File: src/hdl/tpfs_ram.sv
`timescale 1ns / 1ps
`default_nettype none
// ---------------------------------------------------------------------------
// tpfs_ram
// generic single-write, single-read ram with registered read data
// ---------------------------------------------------------------------------
module tpfs_ram #(
  parameter int WIDTH = 8,
  parameter int DEPTH = 16
) (
  input  wire logic                     clk,
  input  wire logic                     we,
  input  wire logic [$clog2(DEPTH)-1:0] waddr,
  input  wire logic [WIDTH-1:0]         wdata,
  input  wire logic                     re,
  input  wire logic [$clog2(DEPTH)-1:0] raddr,
  output logic      [WIDTH-1:0]         rdata
);

  logic [WIDTH-1:0] mem [DEPTH];

  always_ff @(posedge clk) begin
    if (we) begin
      mem[waddr] <= wdata;
    end
    if (re) begin
      rdata <= mem[raddr];
    end
  end

endmodule

`default_nettype wire

File: config.mk
export PLATFORM = sky130hd
export DESIGN_NAME = tpfs_ram
export DESIGN_NICKNAME = d
export VERILOG_FILES = /design/src/hdl/tpfs_ram.sv
export SDC_FILE = /design/constraint.sdc
export NUM_CORES = 1
export LEC_CHECK = 0
export BUFFER_PORTS_ARGS = -buffer_cell sky130_fd_sc_hd__clkbuf_2
export CAP_MARGIN = 20
export CORE_MARGIN = 2
export CORE_UTILIZATION = 57
export CTS_BUF_LIST = sky130_fd_sc_hd__clkbuf_8
export DETAILED_ROUTE_END_ITERATION = 8
export GPL_ROUTABILITY_DRIVEN = 1
export PLACE_DENSITY = 0.79
export SLEW_MARGIN = 20
export SYNTH_ARGS = -nofsm -noshare
export SYNTH_HDL_FRONTEND = slang
export SYNTH_SLANG_ARGS = --single-unit
File: constraint.sdc
create_clock -name clk -period 2.2 [get_ports clk]
set_input_delay 0.33 -clock clk [delete_from_list [all_inputs] [get_ports clk]]
set_output_delay 0.33 -clock clk [all_outputs]
set_load 0.01 [all_outputs]
-- Yosys cells after proc, flatten, opt, wreduce, memory -nomap -nowiden
Memories as Yosys holds them, arrays and structs flattened. A register that Yosys moved wholly into a read port is not among the register bits.
Cells that the tools add are included.
- register bits: 0
- output and inout port bits: 8
- word-level logic and storage cells: 3
- memories kept: 1
- memory bits (writable): 128
- bits of input ports: 19
- multiplexer cells: 2
- memories (name ; depth ; width ; read ports ; clocked after Yosys merged registers in ; wr ports ; RTL line ; source):
    mem ; 16 ; 8 ; 1 ; 1 ; 1 ; 20 ; logic [WIDTH-1:0] mem [DEPTH];
- operator list (kind ; count):
    $mux W1 ; 2

-- Depth between registers and ports, before layout
- depth in word-level cells: 2
- depth in mapped cells: 5
- mapped depth without buffers: 3

-- Worst setup path after synthesis
No wires, ideal clock.
- path kind: input port to flip-flop
- start: in waddr[2]
- end: mem mem[0][0], enable pin
- cell stages on the path: 2
- buffers on the path: 0
- library setup time: 0.383 ns
- slack: 0.377 ns
- arrival: 1.440 ns
- data required time: 1.817 ns
- cells stage by stage: or3b_2 > nor3_1
- RTL lines (item ; RTL line ; source):
    from (decl) ; 13 ; input wire logic [$clog2(DEPTH)-1:0] waddr,
    to (decl) ; 20 ;
Straight into the memory's write port.

==> insert_results.sql <==
INSERT INTO impl_metrics (metric_group, metric, value, unit) VALUES
('status', 'outcome', 'complete, no violations', ''),
('clock_tree', 'max-clock-path-buffers', '2', ''),
('clock_tree', 'cts.repair_timing.setup_buffer_count', '0', ''),
('sta', 'final_hold_viol_count', '0', ''),
('sta', 'count_of_final_setup_violators', '0', ''),
('final_layout', 'num-nets-final', '304', ''),
('floorplanning', 'rows', '34', ''),
('placed_design', 'globalplace.congestion', '0.789', ''),
('pwr', 'power.density', '879', 'nW/um2'),
('grt', 'first_pass_grt_wire_length', '15000', 'um'),
('sta', 'finalCriticalPeriod', '1.52', 'ns'),
('setup_path', 'critPathKind', 'reg2reg', ''),
('floorplanning', 'initial_utilization', '59.4', '%'),
('placed_design', 'port_buffers', '26', ''),
('final_layout', 'sequential_cell_area', '4080', 'um2'),
('setup_path', 'cp-start-kind', 'register', ''),
('sta', 'timing.setup.tns', '0', 'ns'),
('clock_tree', 'postCtsResizedCells', '0', ''),
('sta', 'hold_slack', '0.324', 'ns'),
('min_path', 'hp-class', 'in2reg', ''),
('final_layout', 'multiInputGateArea', '1060', 'um2'),
('grt', 'gr-total-overflow', '0', ''),
('floorplanning', 'core_area', '8810', 'um2'),
('setup_path', 'ff2ff_setup_slack', '0.68', 'ns'),
('placed_design', 'dp.final_hpwl', '6140', 'um'),
('logic_synthesis', 'portion_of_the_post_synthesis_area_used_by_sequential_elements', '78.1', '%'),
('setup_path', 'crit_fanout', '1', ''),
('pwr', 'cellLeakagePower', '2.04', 'nW'),
('setup_path', 'worst-endpoint-required', '2.36', 'ns'),
('routing', 'drt-pass1-iter-count', '4', ''),
('run', 'cap_viol_max_count', '0', ''),
('floorplanning', 'io-pin-count', '27', ''),
('sta', 'timing_max_transition_violations_final', '0', ''),
('logic_synthesis', 'synth_seq_cells', '136', ''),
('clock_tree', 'cts_num_sinks', '136', ''),
('floorplanning', 'floorplan.die.height', '99.8', 'um'),
('logic_synthesis', 'post_synth.cell_area_avg', '22.8', 'um2'),
('logic_synthesis', 'yosysUniqueCellTypes', '18', ''),
('final_layout', 'layout-drive-gt1-share', '32.6', '%'),
('routing', 'via_count', '2483', ''),
('setup_path', 'arrival', '1.68', 'ns'),
('sta', 'timing.final.crit_share', '69.0', '%'),
('clock_tree', 'clock_insertion_delay_at_the_later_pin_of_the_skew_report', '0.42', 'ns'),
('sta', 'rsz0062_at_grt', 'no', ''),
('sta', 'finalClockSkew', '0.00477', 'ns'),
('logic_synthesis', 'synth_cells', '229', ''),
('logic_synthesis', 'yosys_warnings', '0', ''),
('pwr', 'irDropWorstVdd', '0.562', 'mV'),
('routing', 'drt-total-wl', '9690', 'um'),
('grt', 'via_count_of_the_first_global_routing_pass', '2610', ''),
('grt', 'initial_antenna_violation_count', '0', ''),
('floorplanning', 'floorplan.die_area', '9950', 'um2'),
('final_layout', 'fillers', '527', ''),
('clock_tree', 'clk_root_buffer_cell', 'sky130_fd_sc_hd__clkbuf_8', ''),
('clock_tree', 'cts_max_level', '4', ''),
('logic_synthesis', 'synth_nets', '248', ''),
('routing', 'drc_errors', '0', ''),
('final_layout', 'number_of_antenna_diodes', '0', ''),
('clock_tree', 'path_clk_slew', '0.07', 'ns'),
('routing', 'post_dr_vias_cell', '6.12', ''),
('sta', 'slew_headroom', '70.5', '%'),
('routing', 'drt_iter0_drc', '225', ''),
('floorplanning', 'chipWidth', '99.8', 'um'),
('sta', 'timing_worst_slew_pin_value', '0.442', 'ns'),
('grt', 'grt_start_max_net_pins', '33', ''),
('clock_tree', 'tritoncts', 'built', ''),
('grt', 'overall_fraction_of_global_route_tracks_in_use', '21.8', '%'),
('clock_tree', 'numCtsBuffers', '17', ''),
('routing', 'final_antenna_net_count', '0', ''),
('setup_path', 'critical_path.endpoint_type', 'register', ''),
('clock_tree', 'cts_hold_buf', '0', ''),
('final_layout', 'area_delta_synth_final', '14.8', '%'),
('routing', 'wl_per_cell', '23.9', 'um'),
('sta', 'clock.fmax', '659', 'MHz'),
('logic_synthesis', 'syn-cell-area', '5230', 'um2');
==> placed cells by master (no fill, tap or decap) <==
cell / Yosys / final
sky130_fd_sc_hd__edfxtp_1: 136 / 136
sky130_fd_sc_hd__clkinvlp_4: 0 / 3
sky130_fd_sc_hd__nand2b_1: 2 / 2
sky130_fd_sc_hd__inv_1: 0 / 1
sky130_fd_sc_hd__clkinv_4: 0 / 4
sky130_fd_sc_hd__and2b_1: 1 / 1
sky130_fd_sc_hd__mux4_1: 14 / 14
sky130_fd_sc_hd__mux4_2: 18 / 18
sky130_fd_sc_hd__inv_6: 0 / 2
sky130_fd_sc_hd__clkinv_2: 0 / 2
sky130_fd_sc_hd__nand3_1: 1 / 1
sky130_fd_sc_hd__clkbuf_2: 0 / 26
sky130_fd_sc_hd__nor2_1: 13 / 13
sky130_fd_sc_hd__and2_1: 1 / 1
sky130_fd_sc_hd__a22oi_1: 16 / 16
sky130_fd_sc_hd__clkbuf_8: 0 / 17
sky130_fd_sc_hd__or3b_2: 1 / 1
sky130_fd_sc_hd__nor3_1: 4 / 4
sky130_fd_sc_hd__buf_4: 1 / 19
sky130_fd_sc_hd__nor2b_1: 1 / 1
sky130_fd_sc_hd__nand2_1: 9 / 9
sky130_fd_sc_hd__nand3b_1: 2 / 2
sky130_fd_sc_hd__buf_12: 0 / 2
sky130_fd_sc_hd__bufinv_16: 0 / 3
==> layout make-up <==
type                            count  share of cell area [%]
Clock buffer                       17                    3.90
Clock inverter                     15                    2.98
Multi-Input combinational cell     83                    17.6
Sequential cell                   136                    68.0
Tap cell                          108                    2.25
Timing Repair Buffer               47                    5.21
==> through the flow <==
step	area, um2	power, W	util [%]	cells	worst slack, ns
2_1_floorplan	5230	0.00314	-	229	0.377
3_3_place_gp	5590	0.00325	63.5	374	0.284
3_5_place_dp	5590	0.00326	63.5	374	0.249
4_1_cts	6000	0.00532	68.2	406	0.710
5_1_grt	6000	0.00544	68.2	406	0.631
6_report	6000	0.00527	68.2	406	0.682
==> state kept, by name (all words and copies together), names as in the netlist <==
signal,count
rdata,8
mem,128
==> worst max-delay path, cell delays in order (launching register included) <==
cell and delay [ns]:
sky130_fd_sc_hd__edfxtp_1 0.37, sky130_fd_sc_hd__mux4_2 0.46, sky130_fd_sc_hd__a22oi_1 0.33, sky130_fd_sc_hd__nand2_1 0.10
==> final timing paths <==
path,startpoint,end,depth (start not counted)
min reg2reg,mem[14][1],rdata[1],3
max,mem[10][6],rdata[6],3
max reg2reg,mem[10][6],rdata[6],3
min,re,rdata[1],1
==> Yosys cell counts <==
library cell / instances / share of area [%]
sky130_fd_sc_hd__edfxtp_1: 136 / 78
sky130_fd_sc_hd__mux4_2: 18 / 7.8
sky130_fd_sc_hd__a22oi_1: 16 / 2.3
sky130_fd_sc_hd__mux4_1: 14 / 7.0
sky130_fd_sc_hd__nor2_1: 13 / 0.93
sky130_fd_sc_hd__nand2_1: 9 / 0.65
sky130_fd_sc_hd__nor3_1: 4 / 0.38
sky130_fd_sc_hd__buf_2: 3 / 0.29
sky130_fd_sc_hd__buf_6: 3 / 0.65
sky130_fd_sc_hd__clkdlybuf4s25_2: 3 / 0.57
sky130_fd_sc_hd__nand2b_1: 2 / 0.24
sky130_fd_sc_hd__nand3b_1: 2 / 0.29
sky130_fd_sc_hd__and2_1: 1 / 0.12
sky130_fd_sc_hd__and2b_1: 1 / 0.14
sky130_fd_sc_hd__buf_4: 1 / 0.14
sky130_fd_sc_hd__nand3_1: 1 / 0.096
sky130_fd_sc_hd__nor2b_1: 1 / 0.12
sky130_fd_sc_hd__or3b_2: 1 / 0.17
==> report_power, final <==
part / leakage [nW] / switching (W) / internal (W)
combinational: 0.599 / 0.000155 / 0.000115
sequential: 1.24 / 0.0000170 / 0.00292
clock: 0.204 / 0.000945 / 0.00112
total: 2.04 / 0.00112 / 0.00416
==> metal layers <==
metal | up-vias | global-route usage, % | part of all wire (%)
met2 | 115 | 33.3 | 50
met3 | 6 | 5.41 | 7.9
met1 | 1270 | 29.5 | 41
met5 | - | 0 | 0
li1 | 1092 | - | -
met4 | 0 | 11.6 | 1.1
==> kinds of logic (layout without fill, tap and decap cells) <==
group | after synthesis | in the layout | synth area share, %
DFF | 136 | 136 | 78.1
and+or+nand+nor | 35 | 35 | 3.14
AOI/OAI and AO/OA | 16 | 16 | 2.30
buffers and inverters | 10 | 79 | 1.65
muxes | 32 | 32 | 14.8
Power figures use the tool's default switching activity.
